==> src/rtl/core/cl2d_pkg.sv <==
`default_nettype none
package cl2d_pkg;
    localparam int MAX_IN_CH_D   = 16;
    localparam int MAX_OUT_CH_D  = 16;
    localparam int MAX_KERNEL_D  = 5;
    localparam int MAX_MAP_DIM_D = 32;
    localparam int FRAC_BITS_D   = 8;

    localparam int NUM_REGS = 8;

    localparam logic [1:0] OP_WEIGHT  = 2'd0;
    localparam logic [1:0] OP_BIAS    = 2'd1;
    localparam logic [1:0] OP_SAMPLE  = 2'd2;
    localparam logic [1:0] OP_COMPUTE = 2'd3;

    localparam logic [2:0] REG_PAD    = 3'd0;
    localparam logic [2:0] REG_STRIDE = 3'd1;
    localparam logic [2:0] REG_HEIGHT = 3'd2;
    localparam logic [2:0] REG_WIDTH  = 3'd3;
    localparam logic [2:0] REG_NIC    = 3'd4;
    localparam logic [2:0] REG_NOC    = 3'd5;
    localparam logic [2:0] REG_KR     = 3'd6;
    localparam logic [2:0] REG_KC     = 3'd7;

    typedef struct packed {
        logic [3:0] oc;
        logic [4:0] r;
        logic [4:0] c;
        logic       bad;
    } job_t;

    typedef struct packed {
        logic [1:0] pad;
        logic [2:0] st;
        logic [5:0] h;
        logic [5:0] w;
        logic [4:0] nic;
        logic [4:0] kr;
        logic [4:0] kc;
    } geom_t;
endpackage
`default_nettype wire

==> src/rtl/core/cl2d_front.sv <==
`default_nettype none
module cl2d_front #(
    parameter int MAX_IN_CH   = cl2d_pkg::MAX_IN_CH_D,
    parameter int MAX_OUT_CH  = cl2d_pkg::MAX_OUT_CH_D,
    parameter int MAX_MAP_DIM = cl2d_pkg::MAX_MAP_DIM_D,
    parameter int MAX_KERNEL  = cl2d_pkg::MAX_KERNEL_D
) (
    input  wire logic                 clk,
    input  wire logic                 rst_n,
    input  wire logic                 cfg_we,
    input  wire logic [2:0]           cfg_index,
    input  wire logic [5:0]           cfg_data,
    input  wire logic                 push,
    output logic                      full,
    input  wire logic [1:0]           operation,
    input  wire logic [3:0]           out_channel,
    input  wire logic [4:0]           row_index,
    input  wire logic [4:0]           col_index,
    output logic                      job_push,
    output cl2d_pkg::job_t            job,
    input  wire logic                 job_full,
    input  wire logic                 job_pending,
    input  wire logic                 back_busy,
    output cl2d_pkg::geom_t           geom
);
    localparam int HMAX  = (MAX_MAP_DIM < 32) ? MAX_MAP_DIM : 32;
    localparam int CMAX  = (MAX_IN_CH < 16) ? MAX_IN_CH : 16;
    localparam int OMAX  = (MAX_OUT_CH < 16) ? MAX_OUT_CH : 16;
    localparam int KMAX  = (MAX_KERNEL < 5) ? MAX_KERNEL : 5;

    logic [1:0] pad_reg;
    logic [2:0] st_reg, kr_reg, kc_reg;
    logic [5:0] h_reg, w_reg;
    logic [4:0] nic_reg, noc_reg;

    always_ff @(posedge clk or negedge rst_n)
    begin
        if (!rst_n)
        begin
            pad_reg <= 2'd0; st_reg <= 3'd1; h_reg <= 6'd28; w_reg <= 6'd28;
            nic_reg <= 5'd1; noc_reg <= 5'd6; kr_reg <= 3'd5; kc_reg <= 3'd5;
        end
        else if (cfg_we)
        begin
            unique case (cfg_index)
                cl2d_pkg::REG_PAD:    pad_reg <= cfg_data[1:0];
                cl2d_pkg::REG_STRIDE: st_reg  <= cfg_data[2:0];
                cl2d_pkg::REG_HEIGHT: h_reg   <= cfg_data;
                cl2d_pkg::REG_WIDTH:  w_reg   <= cfg_data;
                cl2d_pkg::REG_NIC:    nic_reg <= cfg_data[4:0];
                cl2d_pkg::REG_NOC:    noc_reg <= cfg_data[4:0];
                cl2d_pkg::REG_KR:     kr_reg  <= cfg_data[2:0];
                cl2d_pkg::REG_KC:     kc_reg  <= cfg_data[2:0];
                default: ;
            endcase
        end
    end

    function automatic logic [6:0] clampv(input logic [6:0] v, input int hi);
        if (v == 7'd0) return 7'd1;
        if (int'(v) > hi) return 7'(hi);
        return v;
    endfunction

    logic [6:0] pad_c, st_c, h_c, w_c, nic_c, noc_c, kr_c, kc_c;
    always_comb
    begin
        pad_c = (pad_reg == 2'd3) ? 7'd2 : {5'd0, pad_reg};
        st_c  = (st_reg == 3'd0) ? 7'd1 : ((st_reg > 3'd4) ? 7'd4 : {4'd0, st_reg});
        h_c   = clampv({1'b0, h_reg}, HMAX);
        w_c   = clampv({1'b0, w_reg}, HMAX);
        nic_c = clampv({2'd0, nic_reg}, CMAX);
        noc_c = clampv({2'd0, noc_reg}, OMAX);
        kr_c  = clampv({4'd0, kr_reg}, KMAX);
        kc_c  = clampv({4'd0, kc_reg}, KMAX);
    end

    assign geom.pad = pad_c[1:0];
    assign geom.st  = st_c[2:0];
    assign geom.h   = h_c[5:0];
    assign geom.w   = w_c[5:0];
    assign geom.nic = nic_c[4:0];
    assign geom.kr  = kr_c[4:0];
    assign geom.kc  = kc_c[4:0];

    // last valid output index: out < yrows  <=>  out*st + k <= dim + 2*pad
    logic [7:0] pr_span, pc_span, rlast, clast;
    logic       r_bad, c_bad;
    always_comb
    begin
        pr_span = 8'(h_c) + 8'(pad_c) + 8'(pad_c);
        pc_span = 8'(w_c) + 8'(pad_c) + 8'(pad_c);
        rlast   = 8'(row_index) * 8'(st_c[2:0]);
        clast   = 8'(col_index) * 8'(st_c[2:0]);
        r_bad   = (10'(rlast) + 10'(kr_c)) > 10'(pr_span);
        c_bad   = (10'(clast) + 10'(kc_c)) > 10'(pc_span);
    end

    // hold loads until every earlier compute has read the stores
    assign full     = job_full || ((operation != cl2d_pkg::OP_COMPUTE)
                                   && (job_pending || back_busy));
    assign job_push = push && !full && (operation == cl2d_pkg::OP_COMPUTE);
    assign job.oc   = out_channel;
    assign job.r    = row_index;
    assign job.c    = col_index;
    assign job.bad  = ({1'b0, out_channel} >= noc_c[4:0]) || r_bad || c_bad;
endmodule
`default_nettype wire

==> config.mk <==
export PLATFORM = sky130hd
export DESIGN_NAME = cl2d_front
export DESIGN_NICKNAME = d
export VERILOG_FILES = /design/src/rtl/core/cl2d_pkg.sv /design/src/rtl/core/cl2d_front.sv
export SDC_FILE = /design/constraint.sdc
export NUM_CORES = 1
export LEC_CHECK = 0
export ABC_AREA = 1
export ABC_CLOCK_PERIOD_IN_PS = 4200
export BUFFER_PORTS_ARGS = -buffer_cell sky130_fd_sc_hd__buf_2
export CORE_MARGIN = 2
export CORE_UTILIZATION = 23
export CTS_CLUSTER_DIAMETER = 40
export DETAILED_ROUTE_END_ITERATION = 10
export PLACE_DENSITY = 0.48
export SYNTH_ARGS = -nofsm -noshare
export SYNTH_HDL_FRONTEND = slang
export SYNTH_SLANG_ARGS = --single-unit
==> constraint.sdc <==
create_clock -name clk -period 4.2 [get_ports clk]
set_input_delay 0.63 -clock clk [delete_from_list [all_inputs] [get_ports clk]]
set_output_delay 0.63 -clock clk [all_outputs]
set_load 0.01 [all_outputs]
==> qor.txt <==
CLOCK TREE
-----------------------------------------------------------------------------------------------------
Maximum buffer depth of the clock tree .................................................            2
Clock edge transition at the registers on the reported setup and hold paths ............        60 ps
Inserted Clock Buffers .................................................................            5
Count of H-tree levels built during CTS ................................................            2
Later-pin clock latency in the skew report .............................................       280 ps
Clock tree from TritonCTS ..............................................................          yes
CTS root buf ........................................................................... sky130_fd_sc_hd__clkbuf_16
Quantity of hold-fixing buffers added after cts ........................................            0
CTS sink count .........................................................................           33

POWER AND IR DROP
-----------------------------------------------------------------------------------------------------
Leak ...................................................................................     2.438 nW
Worst vdd rail ir drop .................................................................     150.8 uV
Power density normalized to cell area .................................................. 465.3 nW/um^2

STA
-----------------------------------------------------------------------------------------------------
Final count of hold timing violations ..................................................            0
Slew of the pin with the lowest slew margin ............................................     767.9 ps
Worst-case headroom to the max-slew limit ..............................................       48.81%
Setup repair after global routing missed its margin ....................................          yes
Maximum clock rate .....................................................................    221.4 MHz
Clock period minus worst slack .........................................................      4517 ps
Final number of setup-violating endpoints ..............................................            1
Final cycle utilization of the critical path ...........................................       107.6%
Worst Slack Setup Final ................................................................    -317.4 ps
Number of max-slew violations in the final report ......................................            0
Worst setup skew after layout ..........................................................         0 ps

SETUP PATH
-----------------------------------------------------------------------------------------------------
Worst stage delay on the critical path .................................................       550 ps
Minimum setup slack among reg-to-reg paths .............................................      3320 ps
Critical path's slowest cell ........................................................... sky130_fd_sc_hd__fa_1
WP depth ...............................................................................           22
Reg-to-reg endpoint .................................................................... kc_reg[2]$_DFFE_PN1P_
Family with the most delay on the worst path ...........................................  adder cells
Capture point of the worst path ........................................................       job[0]
Timing startpoint of the critical path ................................................. st_reg[0]$_DFFE_PN1P_
Number of cells traversed by the worst register-to-register path .......................            2
Kind of start point of the critical path ...............................................     register
Data arrival time of the worst path ....................................................      3890 ps
Startpoint of the lowest-slack register-to-register path ............................... kc_reg[2]$_DFFE_PN1P_
Required time of the critical path .....................................................      3570 ps
Cell repeated most along the worst path ................................................ sky130_fd_sc_hd__nand2_1
Nature of the critical path endpoint ...................................................  output port
Largest fanout on the critical path ....................................................            3
Sequence of cells on the critical path ................................................. nor2_2 -> nor2_1 -> buf_4 -> nand2_4 -> fa_1 -> fa_1 -> inv_2 -> ha_4 -> a21oi_2 -> nand2_2 -> a31oi_4 -> xor2_1 -> ha_1 -> nand2_1 -> inv_2 -> nand2_1 -> nand2_1 -> nand2_1 -> nand2_2 -> nor2_2 -> nand2_2 -> buf_6
Critical path buffers and inverters ....................................................            4
Type of the worst setup path ...........................................................   reg -> out

SYNTHESIS
-----------------------------------------------------------------------------------------------------
Synthesized-area fraction occupied by ao, oa, aoi and oai cells ........................       9.978%
XOR/XNOR share of the synthesized area .................................................       3.059%
Synthesized-area fraction occupied by and/or/nand/nor cells ............................       22.25%
Instance count of the mapped netlist ...................................................          480
Combined area of all synthesized cells .................................................    3436 um^2
Yosys cell types .......................................................................           27
Dominant combinational cell family by area after synthesis .............................  adder cells
Fraction of synthesized area in multiplexers ...........................................           0%
Average footprint of a synthesized cell ................................................   7.158 um^2
Post-synthesis sequential area ratio ...................................................       24.54%
Yosys warning total ....................................................................            0
Post-synthesis share of cell area spent on full adders, half adders and majority gates .       24.47%
Post-synthesis sequential element count ................................................           33

ROUTE
-----------------------------------------------------------------------------------------------------
Via density ............................................................................        4.170
Iter 0 DRT Violations ..................................................................          132
Total number of vias ...................................................................        3,094
Wire length per cell ...................................................................     11.51 um
Routed wire length .....................................................................      8539 um
Initial DRT Pass Iterations ............................................................            5
Residual antenna-violating net count after detailed routing ............................            0
DRC violations left ....................................................................            0

GLOBAL ROUTE
-----------------------------------------------------------------------------------------------------
Overall global routing resource usage ..................................................       11.22%
Met1 Use GR ............................................................................       14.23%
Met2 global-route usage ................................................................       20.21%
Gr busiest metal .......................................................................         met2
GR Util met3 ...........................................................................       1.912%
Wire length of the first global-routing pass ...........................................    14,650 um
Total gr overflow ......................................................................            0
Antenna violations before repair .......................................................            0
Via count of the first global-routing pass .............................................        3,159
Largest net degree at the start of global routing ......................................           34

FLOORPLAN
-----------------------------------------------------------------------------------------------------
Top Ports ..............................................................................           81
Rows ...................................................................................           44
Die boundary width .....................................................................     126.2 um
Core region area .......................................................................  14,590 um^2
DIE AREA ...............................................................................  15,930 um^2
Initial standard-cell utilization of the core ..........................................       23.55%
DIE HEIGHT .............................................................................     126.2 um

RUN
-----------------------------------------------------------------------------------------------------
Maxcap violations ......................................................................            0

RUN STATUS
-----------------------------------------------------------------------------------------------------
Run status ............................................................................. finished, violations left
Violations in the final reports ........................................................ setup timing

LAYOUT
-----------------------------------------------------------------------------------------------------
Share of the core filled with cells in the final layout ................................       29.55%
Sequential cell area in the final layout ...............................................   843.3 um^2
Final antenna diode count ..............................................................            0
Area of combinational cells with multiple inputs .......................................    2200 um^2
Post-route cell area ...................................................................    4312 um^2
Filler Cell Count ......................................................................        1,606
Layout cell share with drive strength beyond 1 .........................................       29.21%
Area Growth Syn to Fin .................................................................       25.49%
Final nets .............................................................................          649

PLACED DESIGN
-----------------------------------------------------------------------------------------------------
Port Buffers ...........................................................................           76
GPL Wtd Cong ...........................................................................       0.7983
Standard cell area after detailed placement ............................................    3995 um^2
Detailed-placement wirelength estimate .................................................      7119 um

MIN PATH
-----------------------------------------------------------------------------------------------------
Worst hold path type ...................................................................  in -> async

==> worst reg2reg max path, stage by stage, from the launching register on <==
cell and delay [ps]:
sky130_fd_sc_hd__dfstp_2 550, sky130_fd_sc_hd__inv_1 90, sky130_fd_sc_hd__o21ai_0 170
==> stage by stage <==
step                      total power [mW]  hold WS, ps  TNS (ps)  std cells  setup slack, ps
after floorplan                      1.189        334.4         0        484            115.6
after global placement               1.497        470.2    -150.1        730           -150.1
after detailed placement             1.517        476.9    -172.7        730           -172.7
after CTS                            1.986        450.3    -380.5        742           -380.5
after global routing                 2.234        470.7    -655.0        742           -655.0
final                                2.006        427.3    -317.4        742           -317.4
==> cells in the final DEF, fill, tap and decap left out <==
| master | instances |
|---|---|
| sky130_fd_sc_hd__nand3_1 | 10 |
| sky130_fd_sc_hd__xnor2_1 | 6 |
| sky130_fd_sc_hd__nor2_2 | 5 |
| sky130_fd_sc_hd__nor2_1 | 45 |
| sky130_fd_sc_hd__nand2_1 | 103 |
| sky130_fd_sc_hd__nand3_2 | 3 |
| sky130_fd_sc_hd__clkbuf_8 | 1 |
| sky130_fd_sc_hd__ha_1 | 45 |
| sky130_fd_sc_hd__o21ai_1 | 1 |
| sky130_fd_sc_hd__conb_1 | 6 |
| sky130_fd_sc_hd__inv_2 | 9 |
| sky130_fd_sc_hd__inv_1 | 83 |
| sky130_fd_sc_hd__nor3_1 | 5 |
| sky130_fd_sc_hd__nand2_4 | 1 |
| sky130_fd_sc_hd__fa_1 | 10 |
| sky130_fd_sc_hd__buf_4 | 19 |
| sky130_fd_sc_hd__clkbuf_16 | 5 |
| sky130_fd_sc_hd__o21ai_0 | 31 |
| sky130_fd_sc_hd__buf_6 | 2 |
| sky130_fd_sc_hd__ha_4 | 3 |
| sky130_fd_sc_hd__fa_2 | 2 |
| sky130_fd_sc_hd__a31oi_1 | 2 |
| sky130_fd_sc_hd__a31oi_4 | 1 |
| sky130_fd_sc_hd__o21ai_2 | 5 |
| sky130_fd_sc_hd__clkinv_4 | 1 |
| sky130_fd_sc_hd__clkinv_2 | 1 |
| sky130_fd_sc_hd__a21oi_2 | 5 |
| sky130_fd_sc_hd__and3_1 | 1 |
| sky130_fd_sc_hd__buf_2 | 75 |
| sky130_fd_sc_hd__nand4_1 | 3 |
| sky130_fd_sc_hd__a21oi_1 | 19 |
| sky130_fd_sc_hd__nor3_4 | 1 |
| sky130_fd_sc_hd__xor2_1 | 6 |
| sky130_fd_sc_hd__dfrtp_1 | 19 |
| sky130_fd_sc_hd__nand2_2 | 9 |
| sky130_fd_sc_hd__dfstp_2 | 14 |
| sky130_fd_sc_hd__nor2_4 | 1 |
==> routing by layer <==
metal / share of wire [%] / up-vias
met3: 4.2 / 7
met2: 50 / 73
met5: 0 / -
li1: - / 1617
met4: 0.48 / 0
met1: 46 / 1397
==> power by group <==
part / switching (mW) / internal (mW)
Clock: 0.135 / 0.235
Sequential: 0.0609 / 0.398
Combinational: 0.665 / 0.512
Total: 0.861 / 1.14
==> cell usage after synthesis <==
library cell | number | area share (%)
sky130_fd_sc_hd__nor2_2 | 1 | 0.18
sky130_fd_sc_hd__dfrtp_1 | 19 | 14
sky130_fd_sc_hd__nand2_1 | 110 | 12
sky130_fd_sc_hd__o21ai_0 | 31 | 4.5
sky130_fd_sc_hd__conb_1 | 2 | 0.22
sky130_fd_sc_hd__buf_4 | 19 | 4.2
sky130_fd_sc_hd__and3_1 | 1 | 0.18
sky130_fd_sc_hd__a31oi_1 | 3 | 0.55
sky130_fd_sc_hd__xor2_1 | 6 | 1.5
sky130_fd_sc_hd__nand3_1 | 13 | 1.9
sky130_fd_sc_hd__buf_2 | 2 | 0.29
sky130_fd_sc_hd__o21ai_2 | 5 | 1.3
sky130_fd_sc_hd__clkbuf_1 | 9 | 0.98
sky130_fd_sc_hd__ha_1 | 48 | 17
sky130_fd_sc_hd__xnor2_1 | 6 | 1.5
sky130_fd_sc_hd__o21ai_1 | 1 | 0.15
sky130_fd_sc_hd__fa_1 | 12 | 7.0
sky130_fd_sc_hd__a21oi_1 | 24 | 3.5
sky130_fd_sc_hd__nor3_4 | 1 | 0.47
sky130_fd_sc_hd__nand4_1 | 3 | 0.55
sky130_fd_sc_hd__nor3_1 | 5 | 0.73
sky130_fd_sc_hd__nor2_1 | 49 | 5.4
sky130_fd_sc_hd__inv_2 | 5 | 0.55
sky130_fd_sc_hd__nor2_4 | 1 | 0.33
sky130_fd_sc_hd__inv_1 | 87 | 9.5
sky130_fd_sc_hd__nand2_2 | 3 | 0.55
sky130_fd_sc_hd__dfstp_2 | 14 | 11
==> cells by family after synthesis <==
| family | count (synthesis) |
|---|---|
| DFF | 33 |
| and+or+nand+nor | 187 |
| buffers and inverters | 122 |
| adders and majority gates | 60 |
| xor gates and xnor gates | 12 |
| AOI/OAI and AO/OA | 64 |
| other | 2 |
==> timing repair <==
| item | 4_1_cts | 5_1_grt |
|---|---|---|
| gates cloned | 0 | 0 |
| pin swaps | 27 | 12 |
| buffers inserted | 4 | 0 |
| setup endpoints to repair | 1 | 1 |
| endpoints found under the hold margin | 0 | 0 |
| gates resized for setup | 24 | 9 |
==> worst min-delay path by stage <==
| stage | start | to | slack [ps] | depth (start not counted) |
|---|---|---|---|---|
| 2_1_floorplan | rst_n | h_reg[0]$_DFFE_PN0P_ | 330 | 0 |
| 3_3_place_gp | pad_reg[0]$_DFFE_PN0P_ | pad_reg[0]$_DFFE_PN0P_ | 470 | 2 |
| 3_5_place_dp | pad_reg[0]$_DFFE_PN0P_ | pad_reg[0]$_DFFE_PN0P_ | 480 | 2 |
| 4_1_cts | rst_n | nic_reg[3]$_DFFE_PN0P_ | 450 | 1 |
| 5_1_grt | rst_n | pad_reg[0]$_DFFE_PN0P_ | 470 | 1 |
| 6_report | rst_n | nic_reg[3]$_DFFE_PN0P_ | 430 | 1 |
==> layout make-up <==
type                       instances  area share (%)
clock buffer                       6           3.221
clock inverter                     2          0.3192
inverter                          92           8.009
multi-input combinational        329           51.02
sequential                        33           19.56
tap                              184           5.340
timing repair buffer              96           12.54
(Power assumes the default switching activity.)
