===== src/rtl/core/cl2d_pkg.sv =====
`default_nettype none
package cl2d_pkg;
    localparam int MAX_IN_CH_D   = 16;
    localparam int MAX_OUT_CH_D  = 16;
    localparam int MAX_KERNEL_D  = 5;
    localparam int MAX_MAP_DIM_D = 32;
    localparam int FRAC_BITS_D   = 8;

    localparam int NUM_REGS = 8;

    localparam logic [1:0] OP_WEIGHT  = 2'd0;
    localparam logic [1:0] OP_BIAS    = 2'd1;
    localparam logic [1:0] OP_SAMPLE  = 2'd2;
    localparam logic [1:0] OP_COMPUTE = 2'd3;

    localparam logic [2:0] REG_PAD    = 3'd0;
    localparam logic [2:0] REG_STRIDE = 3'd1;
    localparam logic [2:0] REG_HEIGHT = 3'd2;
    localparam logic [2:0] REG_WIDTH  = 3'd3;
    localparam logic [2:0] REG_NIC    = 3'd4;
    localparam logic [2:0] REG_NOC    = 3'd5;
    localparam logic [2:0] REG_KR     = 3'd6;
    localparam logic [2:0] REG_KC     = 3'd7;

    typedef struct packed {
        logic [3:0] oc;
        logic [4:0] r;
        logic [4:0] c;
        logic       bad;
    } job_t;

    typedef struct packed {
        logic [1:0] pad;
        logic [2:0] st;
        logic [5:0] h;
        logic [5:0] w;
        logic [4:0] nic;
        logic [4:0] kr;
        logic [4:0] kc;
    } geom_t;
endpackage
`default_nettype wire


===== src/rtl/core/cl2d_queue.sv =====
`default_nettype none
module cl2d_queue (
    input  wire logic           clk,
    input  wire logic           rst_n,
    input  wire logic           wr,
    input  cl2d_pkg::job_t      wdata,
    output logic                q_full,
    input  wire logic           rd,
    output logic                q_empty,
    output cl2d_pkg::job_t      rdata
);
    cl2d_pkg::job_t mem_reg [2];
    logic       wp_reg, rp_reg;
    logic [1:0] cnt_reg;

    always_ff @(posedge clk)
    begin
        if (wr && !q_full) mem_reg[wp_reg] <= wdata;
    end

    always_ff @(posedge clk or negedge rst_n)
    begin
        if (!rst_n)
        begin
            wp_reg <= 1'b0; rp_reg <= 1'b0; cnt_reg <= 2'd0;
        end
        else
        begin
            if (wr && !q_full) wp_reg <= !wp_reg;
            if (rd && !q_empty) rp_reg <= !rp_reg;
            cnt_reg <= cnt_reg + 2'(wr && !q_full) - 2'(rd && !q_empty);
        end
    end

    assign q_full  = cnt_reg == 2'd2;
    assign q_empty = cnt_reg == 2'd0;
    assign rdata   = mem_reg[rp_reg];
endmodule
`default_nettype wire


===== config.mk =====
export PLATFORM = sky130hd
export DESIGN_NAME = cl2d_queue
export DESIGN_NICKNAME = d
export VERILOG_FILES = /design/src/rtl/core/cl2d_pkg.sv /design/src/rtl/core/cl2d_queue.sv
export SDC_FILE = /design/constraint.sdc
export NUM_CORES = 1
export LEC_CHECK = 0
export ABC_AREA = 0
export BUFFER_PORTS_ARGS = -buffer_cell sky130_fd_sc_hd__buf_2
export CORE_MARGIN = 3
export CORE_UTILIZATION = 50
export CTS_CLUSTER_SIZE = 25
export DETAILED_ROUTE_END_ITERATION = 10
export PLACE_DENSITY_LB_ADDON = 0.1
export SYNTH_ARGS = -nofsm -noshare
export SYNTH_HDL_FRONTEND = slang
export SYNTH_SLANG_ARGS = --single-unit
export TNS_END_PERCENT = 5

===== constraint.sdc =====
create_clock -name clk -period 2.2 [get_ports clk]
set_input_delay 0 -clock clk [delete_from_list [all_inputs] [get_ports clk]]
set_output_delay 0 -clock clk [all_outputs]
set_load 0.01 [all_outputs]

==> results of run 1 <==
## cells in the final DEF, fill, tap and decap left out
| master | instances |
|---|---|
| clkinv_1 | 1 |
| inv_1 | 2 |
| dlygate4sd3_1 | 18 |
| nand2_1 | 1 |
| xor2_1 | 1 |
| xnor2_1 | 3 |
| and3_1 | 1 |
| edfxtp_1 | 30 |
| nor2_1 | 2 |
| clkbuf_1 | 2 |
| nand2b_1 | 1 |
| buf_2 | 35 |
| dfrtp_1 | 4 |
| mux2_4 | 9 |
| ha_1 | 2 |
| buf_4 | 2 |
| nor2b_2 | 1 |
| clkbuf_4 | 5 |
| mux2_2 | 6 |
## path summary, 6_finish.rpt
check / startpoint / to / slack, ns / depth (start not counted)
max: rp_reg$_DFFE_PN0P_ / rdata[14] / 0.45 / 2
min: rd / rp_reg$_DFFE_PN0P_ / 0.03 / 3
max reg2reg: cnt_reg[1]$_DFF_PN0_ / mem_reg[0][5]$_DFFE_PP_ / 0.63 / 4
min reg2reg: cnt_reg[1]$_DFF_PN0_ / cnt_reg[1]$_DFF_PN0_ / 0.52 / 1
max in group asynchronous: rst_n / cnt_reg[0]$_DFF_PN0_ / 1.46 / 3
min in group asynchronous: rst_n / wp_reg$_DFFE_PN0P_ / 0.56 / 3
## synth_stat cells
master,count,area share (%)
ha_1,2,1.9
buf_6,1,0.84
nor2b_2,1,0.66
nand2_1,1,0.28
mux2_2,6,5.1
xnor2_1,3,2.0
nand2b_1,1,0.47
mux2_4,9,10
xor2_1,1,0.66
and3_1,1,0.47
inv_1,2,0.56
buf_12,1,1.5
nor2_1,2,0.56
edfxtp_1,30,67
dfrtp_1,4,7.5
## cell type report
class                      count  area share (%)
clock buffer                   7            2.56
clock inverter                 1           0.213
inverter                       2           0.426
multi-input combinational     27            16.8
sequential                    34            56.9
tap                           30            2.13
timing repair buffer          55            21.0
## worst register-to-register path, stage by stage (launching register included)
cell	delay, ns
dfrtp_1	0.41
nand2b_1	0.12
nand2_1	0.12
nor2_1	0.35
buf_4	0.28
## per-stage QoR
stage | power, W | utilization, % | cell area, um2 | setup slack, ns
final | 0.00200 | 70.4 | 1760 | 0.454
after global routing | 0.00214 | 70.4 | 1760 | 0.323
after CTS | 0.00203 | 70.4 | 1760 | 0.382
after detailed placement | 0.00170 | 61.3 | 1530 | 0.633
after global placement | 0.00168 | 61.3 | 1530 | 0.694
after floorplan | 0.00151 | - | 1340 | 0.566
## repair_timing
item | CTS | global route
hold endpoints to repair | 35 | 0
setup buffers | 0 | 0
hold buffers | 18 | 0
## layer usage
layer / GRT usage (%) / wire [um] / share of wire [%] / vias up
met5: 0 / 0 / 0 / -
li1: - / - / - / 361
met1: 15.3 / 790 / 40 / 355
met3: 6.68 / 152 / 7.7 / 6
met2: 23.2 / 978 / 50 / 26
met4: 7.95 / 48 / 2.4 / 0
## cell families (layout without fill, tap and decap cells)
group                      Yosys count  count (layout)  share of synthesized area, %
DFF                                 34              34                          75.0
and+or+nand+nor                      6               6                          2.44
adders and majority gates            2               2                          1.87
buffers and inverters                4              65                          2.91
xor gates and xnor gates             4               4                          2.62
muxes                               15              15                          15.2
## power by group through the flow
stage	sequential, W	combinational, W	clock (W)
global placement	0.00102	0.000659	0
global route	0.00104	0.000746	0.000355
finish	0.00101	0.000681	0.000307
detailed placement	0.00103	0.000668	0
CTS	0.00102	0.000693	0.000320
floorplan	0.000948	0.000561	0
==> impl_metrics.ini, run 1 <==
[status]
status = finished, final reports clean

[timing]
setup_viol = 0
finalMaxSlewViolations = 0
skew_ns = 0.00963
grt_setup_unrepaired = no
min_period_ns = 1.75
fin_tns_setup_ns = 0
worst_pin_slew_ns = 0.793
final_hold_viol_count = 0
max-slew-margin-rel_pct = 47.1
layout_worst_path_cycle_share_pct = 79.4
fin_hold_ws_ns = 0.0265
max_freq_mhz = 573

[drt]
wl_per_cell_um = 12.6
vias = 748
drt_iter0_markers = 19
wl_um = 1970
drcViolationCount = 0
dr.pass1.iters = 4
ant_nets = 0
viasPerCell = 4.79

[worst_setup_path]
max_stage_delay_ns = 0.87
cp_slowest_cell = dfrtp_1
crit_buf_inv = 1
crit_fanout = 16
critPathTopFamily = flip-flops
worstPathRequired_ns = 2.20
critPathKind = reg -> out
crit_arrival_ns = 1.75
crit_chain = mux2_2, buf_2
cp-start-kind = flop
endpoint_kind = output pin

[cts]
cts.sinks = 34
cts_root_buf = clkbuf_4
cts_tree = yes
htree_levels = 2
path_clk_slew_ns = 0.08
cts_buffer_depth = 2
tritoncts.num_buffers = 5
clkLatencyLatePin_ns = 0.33
post_cts_resized = 0

[grt]
grt_overflow = 0
grt_pass1_vias = 771
grt_pass1_wl_um = 3330
grtUsageTotal_pct = 14.3
grt_start_max_net_pins = 17
antenna_found_initial = 0

[power]
power.internal_w = 0.00140
pwr_density_cell_nw_per_um2 = 1140
swShare_pct = 29.9
seq_power_share_pct = 50.5
power.leakage_nw = 0.732
comb_power_share_pct = 34.1
pwr-share-clk_pct = 15.4
vdd.ir_drop.worst_mv = 0.715
power.switching_w = 0.000598

[finish]
multiInputGateArea_um2 = 295
largest_reg_flops = 30
fin_nets = 146
drive_gt1_share_pct = 46.0
synthToLayoutAreaGrowth_pct = 31.9
instances_no_fill = 156
register_area_um2 = 1000
antenna_cells = 0
final.fill_count = 183

[floorplanning]
start_util_pct = 53.4
row_count = 18
dieWidth_um = 57.7
io_pins = 36
die_area_um2 = 3330
chipHeight_um = 57.7
core_area_um2 = 2500

[synth]
post_synth.cell_area_avg_um2 = 20.5
yosysWarnings = 0
synth-seq-area-share_pct = 75.0
synth.distinct_cells = 15
synth_seq_cells = 34
synthesis.area_um2 = 1340
syn-num-nets = 86
synthCells = 65

[place]
dp_cells = 130
dp_hpwl_um = 1320
place_congestion = 0.642
numPortBuffers = 35

[run]
cap_violations = 0

[min_path]
hold_path.class = in -> reg
Note: power is estimated with default switching activity, not from simulation.
==> run 2: changes to the inputs <==
- clock period: 2.2 -> 1.7 ns (I/O delays scaled with it)
==> run 2 against run 1 <==
Effect of this change: flip-flop and latch count is the same; count of clock-buffer cells in the layout shrank 2; first-iteration DRC count shrank 53%; die area is the same; via count grew 1.5%; clock skew shrank 0.0020 ns; register-to-register slack lost 0.46 ns; routed wire length grew 12%; worst setup slack lost 0.33 ns; power grew 33%; clock power grew 32%; cell count grew 1.9%; critical path type unchanged; critical endpoint is now rdata[7]; largest cell class unchanged.
==> impl_metrics.ini, run 2 (synthesis gave the netlist of run 1 again) <==
[place]
dp_cells = 133
place_congestion = 0.673
numPortBuffers = 35
dp_hpwl_um = 1520

[min_path]
min_to = rp_reg$_DFFE_PN0P_
hold_depth = 3
hold_path.class = in -> reg
worstHoldStart = rd

[cts]
clkLatencyLatePin_ns = 0.32
path_clk_slew_ns = 0.09
cts_buffer_depth = 2
postCtsSetupBuffers = 0
cts_root_buf = clkbuf_4
tritoncts.num_buffers = 5
cts.sinks = 34
htree_levels = 2
cts_tree = yes
post_cts_resized = 0

[worst_setup_path]
reg2reg_to = cnt_reg[1]$_DFF_PN0_
crit_fanout = 9
critPathKind = reg -> out
r2r_start = cnt_reg[1]$_DFF_PN0_
endpoint_kind = output pin
cp-start-kind = flop
crit_arrival_ns = 1.58
r2r_slack_ns = 0.17
r2r_cells = 7
worstPathRequired_ns = 1.70

[status]
status = finished, final reports clean

[finish]
drive_gt1_share_pct = 48.8
register_area_um2 = 1000
antenna_cells = 0
multiInputGateArea_um2 = 295
synthToLayoutAreaGrowth_pct = 34.9
final_cell_mix = 35 x buf_2, 30 x edfxtp_1, 18 x dlygate4sd3_1
instances_no_fill = 159
fin_nets = 149
final.fill_count = 163
layout_commonest_cell = buf_2
largest_reg_flops = 30

[timing]
final_hold_viol_count = 0
min_period_ns = 1.58
worst_pin_slew_ns = 0.375
fin_tns_setup_ns = 0
max_freq_mhz = 635
layout_worst_path_cycle_share_pct = 92.7
grt_setup_unrepaired = no
max-slew-margin-rel_pct = 75.0
setup_viol = 0
finalMaxSlewViolations = 0
skew_ns = 0.00759

[power]
vdd.ir_drop.worst_mv = 1.01
power.leakage_nw = 0.752
pwr_density_cell_nw_per_um2 = 1480

[drt]
viasPerCell = 4.77
ant_nets = 0
wl_um = 2210
drt_iter0_markers = 9
vias = 759
dr.pass1.iters = 2
wl_per_cell_um = 13.9
drcViolationCount = 0

[grt]
grt_overflow = 0
antenna_found_initial = 0
grt_start_max_net_pins = 12
grt_pass1_wl_um = 3890
grt_pass1_vias = 871
grtUsageTotal_pct = 16.4

[floorplanning]
core_area_um2 = 2500
io_pins = 36
start_util_pct = 53.4
chipHeight_um = 57.7
row_count = 18
die_area_um2 = 3330
dieWidth_um = 57.7

[run]
cap_violations = 0
-- run 2: cell types whose count changed in the layout (fill, tap and decap cells not counted) --
cell	before	now
clkinv_2	0	1
clkbuf_1	2	0
buf_4	2	4
clkinvlp_4	0	1
buf_12	0	1
-- run 2: how the worst max path moves through the flow --
| stage | from | cells after the start | to |
|---|---|---|---|
| 2_1_floorplan | cnt_reg[1]$_DFF_PN0_ | 3 | mem_reg[0][0]$_DFFE_PP_ |
| 3_3_place_gp | cnt_reg[1]$_DFF_PN0_ | 7 | cnt_reg[1]$_DFF_PN0_ |
| 3_5_place_dp | cnt_reg[1]$_DFF_PN0_ | 7 | cnt_reg[1]$_DFF_PN0_ |
| 4_1_cts | rp_reg$_DFFE_PN0P_ | 3 | rdata[7] |
| 5_1_grt | cnt_reg[1]$_DFF_PN0_ | 7 | cnt_reg[1]$_DFF_PN0_ |
| 6_report | rp_reg$_DFFE_PN0P_ | 3 | rdata[7] |
-- run 2: report_power, final --
| part | switching [W] | internal (W) |
|---|---|---|
| clock network | 0.000251 | 0.000153 |
| registers | 0.000107 | 0.00115 |
| logic | 0.000447 | 0.000554 |
-- run 2: cell type report --
cell class	count	area share (%)
Clock buffer	5	2.08
Inverter	2	0.417
Sequential cell	34	55.6
Tap cell	30	2.08
Clock inverter	3	0.903
Multi-Input combinational cell	27	16.4
Timing Repair Buffer	58	22.5
-- run 2: timing repair --
item                                    in CTS  in global routing
endpoints found under the setup margin       0                  0
endpoints found under the hold margin       35                  0
hold buffers                                18                  0
-- run 2: critical path, cell delays in order, from the launching register on --
cell	delay, ns
dfrtp_1	0.58
buf_4	0.24
mux2_4	0.30
buf_2	0.14
-- run 2: through the flow --
stage | hold WS, ns | power (W) | cell area, um2 | setup WS, ns | util [%]
floorplan | -0.296 | 0.00195 | 1340 | 0.0660 | -
global placement | -0.191 | 0.00224 | 1570 | 0.247 | 62.7
detailed placement | -0.186 | 0.00227 | 1570 | 0.183 | 62.7
CTS | 0.0189 | 0.00270 | 1800 | 0.0869 | 72.0
global route | 0.0426 | 0.00285 | 1800 | 0.0173 | 72.0
finish | 0.0268 | 0.00267 | 1800 | 0.124 | 72.0
-- run 2: per-layer routing --
layer	vias to the layer above	GRT usage (%)	routed length, um
li1	369	-	-
met1	357	18.4	906
met2	25	27.4	1130
met5	-	0	0
met4	0	9.93	48
met3	8	4.68	128
==> run 3: changes to the inputs <==
- SETUP_SLACK_MARGIN: not set -> 0.2
==> run 3 against run 2 <==
Effect of this change: cell count is 4.4% higher; first-iteration DRC count up 22%; maximum frequency rose by 3.7%; die area did not move; hold slack gained 0.29 ns; critical endpoint is now cnt_reg[1]$_DFF_PN0_.
==> impl_metrics.ini, run 3 (synthesis gave the netlist of run 1 again) <==
[status]
status = finished, final reports clean

[timing]
grt_setup_unrepaired = yes
final_hold_viol_count = 0
worst_pin_slew_ns = 0.195
max_freq_mhz = 658
setup_ws_ns = 0.181
layout_worst_path_cycle_share_pct = 89.4
skew_ns = 0.00472
finalMaxSlewViolations = 0
max-slew-margin-rel_pct = 86.9
fin_tns_setup_ns = 0
min_period_ns = 1.52
setup_viol = 0

[min_path]
hold_path.class = in -> reg
worstHoldStart = rd
min_to = cnt_reg[0]$_DFF_PN0_
hold_depth = 5

[floorplanning]
row_count = 18
dieWidth_um = 57.7
io_pins = 36
start_util_pct = 53.4
core_area_um2 = 2500
chipHeight_um = 57.7
die_area_um2 = 3330

[cts]
cts_root_buf = clkbuf_4
cts_buffer_depth = 2
tritoncts.num_buffers = 5
htree_levels = 2
cts.sinks = 34
clkLatencyLatePin_ns = 0.32
path_clk_slew_ns = 0.09
cts_tree = yes

[power]
power.internal_w = 0.00201
comb_power_share_pct = 44.2
power.switching_w = 0.000892
pwr_density_cell_nw_per_um2 = 1510
pwr-share-clk_pct = 12.8
swShare_pct = 30.7
vdd.ir_drop.worst_mv = 1.17
power.leakage_nw = 0.807
seq_power_share_pct = 43.0

[worst_setup_path]
r2r_cells = 7
r2r_start = cnt_reg[1]$_DFF_PN0_
crit_arrival_ns = 1.76
reg2reg_to = cnt_reg[1]$_DFF_PN0_
cp-start-kind = flop
r2r_slack_ns = 0.18
endpoint_kind = flop
worstPathRequired_ns = 1.94
critPathKind = reg -> reg
crit_fanout = 3

[place]
place_congestion = 0.584
pre_cts_ws_ns = 0.167
numPortBuffers = 35

[finish]
multiInputGateArea_um2 = 358
largest_reg_flops = 30
register_area_um2 = 1000
drive_gt1_share_pct = 58.1
fin_nets = 158
synthToLayoutAreaGrowth_pct = 43.4
final_cell_mix = 35 x buf_2, 30 x edfxtp_1, 18 x dlygate4sd3_1
layout_commonest_cell = buf_2
final.fill_count = 158
antenna_cells = 0

[grt]
antenna_found_initial = 0
grt_pass1_vias = 829
grt_pass1_wl_um = 3760
grt_overflow = 0
grt_start_max_net_pins = 10
grtUsageTotal_pct = 15.8

[drt]
drcViolationCount = 0
wl_per_cell_um = 14.3
dr.pass1.iters = 3
drt_iter0_markers = 11
viasPerCell = 4.73
ant_nets = 0
wl_um = 2370
vias = 785

[run]
cap_violations = 0
-- run 3: cell types whose count changed in the layout (fill, tap and decap cells not counted), sizes merged --
cell | previous run | this run
buf | 40 | 49
clkinv | 2 | 1
clkinvlp | 1 | 0
-- run 3: layer usage --
layer / wire, um / vias to the layer above / GRT usage [%]
li1: - / 385 / -
met1: 874 / 364 / 16.2
met2: 1260 / 28 / 27.1
met3: 157 / 8 / 7.13
met4: 78 / 0 / 8.28
met5: 0 / - / 0
-- run 3: worst max-delay path, stage by stage, from the launching register on --
cell and delay, ns:
dfrtp_2 0.46, nor2_4 0.15, nor2b_4 0.07, ha_4 0.26
inv_2 0.04, ha_4 0.16, xnor2_2 0.15, xnor2_1 0.15
-- run 3: repair_timing --
| item | CTS | global route |
|---|---|---|
| buffers inserted | 7 | 1 |
| endpoints found under the setup margin | 1 | 2 |
| cloned | 0 | 0 |
| hold endpoints to repair | 35 | 0 |
| hold buffers | 18 | 0 |
| gates resized for setup | 5 | 9 |
| pin swaps | 3 | 6 |
-- run 3: stage by stage --
step           instance area (um2)  utilization (%)  total power [W]  hold WS, ns  instances
2_1_floorplan                 1340                -          0.00196       -0.296         65
3_3_place_gp                  1560             62.6          0.00224       -0.189        134
3_5_place_dp                  1560             62.6          0.00225       -0.187        134
4_1_cts                       1860             74.3          0.00278        0.308        165
5_1_grt                       1910             76.6          0.00308        0.311        166
6_report                      1910             76.6          0.00290        0.319        166
-- run 3: layout make-up --
| class | count | area share, % |
|---|---|---|
| Sequential cell | 34 | 52.4 |
| Timing Repair Buffer | 67 | 24.4 |
| Multi-Input combinational cell | 27 | 18.7 |
| Clock buffer | 5 | 1.96 |
| Tap cell | 30 | 1.96 |
| Inverter | 2 | 0.392 |
| Clock inverter | 1 | 0.196 |
-- run 3: worst max path at each step --
stage | from | to | depth (start not counted)
after CTS | cnt_reg[1]$_DFF_PN0_ | cnt_reg[1]$_DFF_PN0_ | 7
after global routing | cnt_reg[1]$_DFF_PN0_ | cnt_reg[1]$_DFF_PN0_ | 7
final | cnt_reg[1]$_DFF_PN0_ | cnt_reg[1]$_DFF_PN0_ | 7
after floorplan | cnt_reg[1]$_DFF_PN0_ | cnt_reg[1]$_DFF_PN0_ | 7
after global placement | cnt_reg[1]$_DFF_PN0_ | cnt_reg[1]$_DFF_PN0_ | 7
after detailed placement | cnt_reg[1]$_DFF_PN0_ | cnt_reg[1]$_DFF_PN0_ | 7
-- run 3: power groups by stage --
| stage | combinational (W) | clock (W) | sequential [W] |
|---|---|---|---|
| after floorplan | 0.000729 | 0 | 0.00123 |
| after global placement | 0.00100 | 0 | 0.00123 |
| after detailed placement | 0.00101 | 0 | 0.00125 |
| after CTS | 0.00116 | 0.000389 | 0.00124 |
| after global routing | 0.00138 | 0.000431 | 0.00127 |
| final | 0.00128 | 0.000370 | 0.00125 |
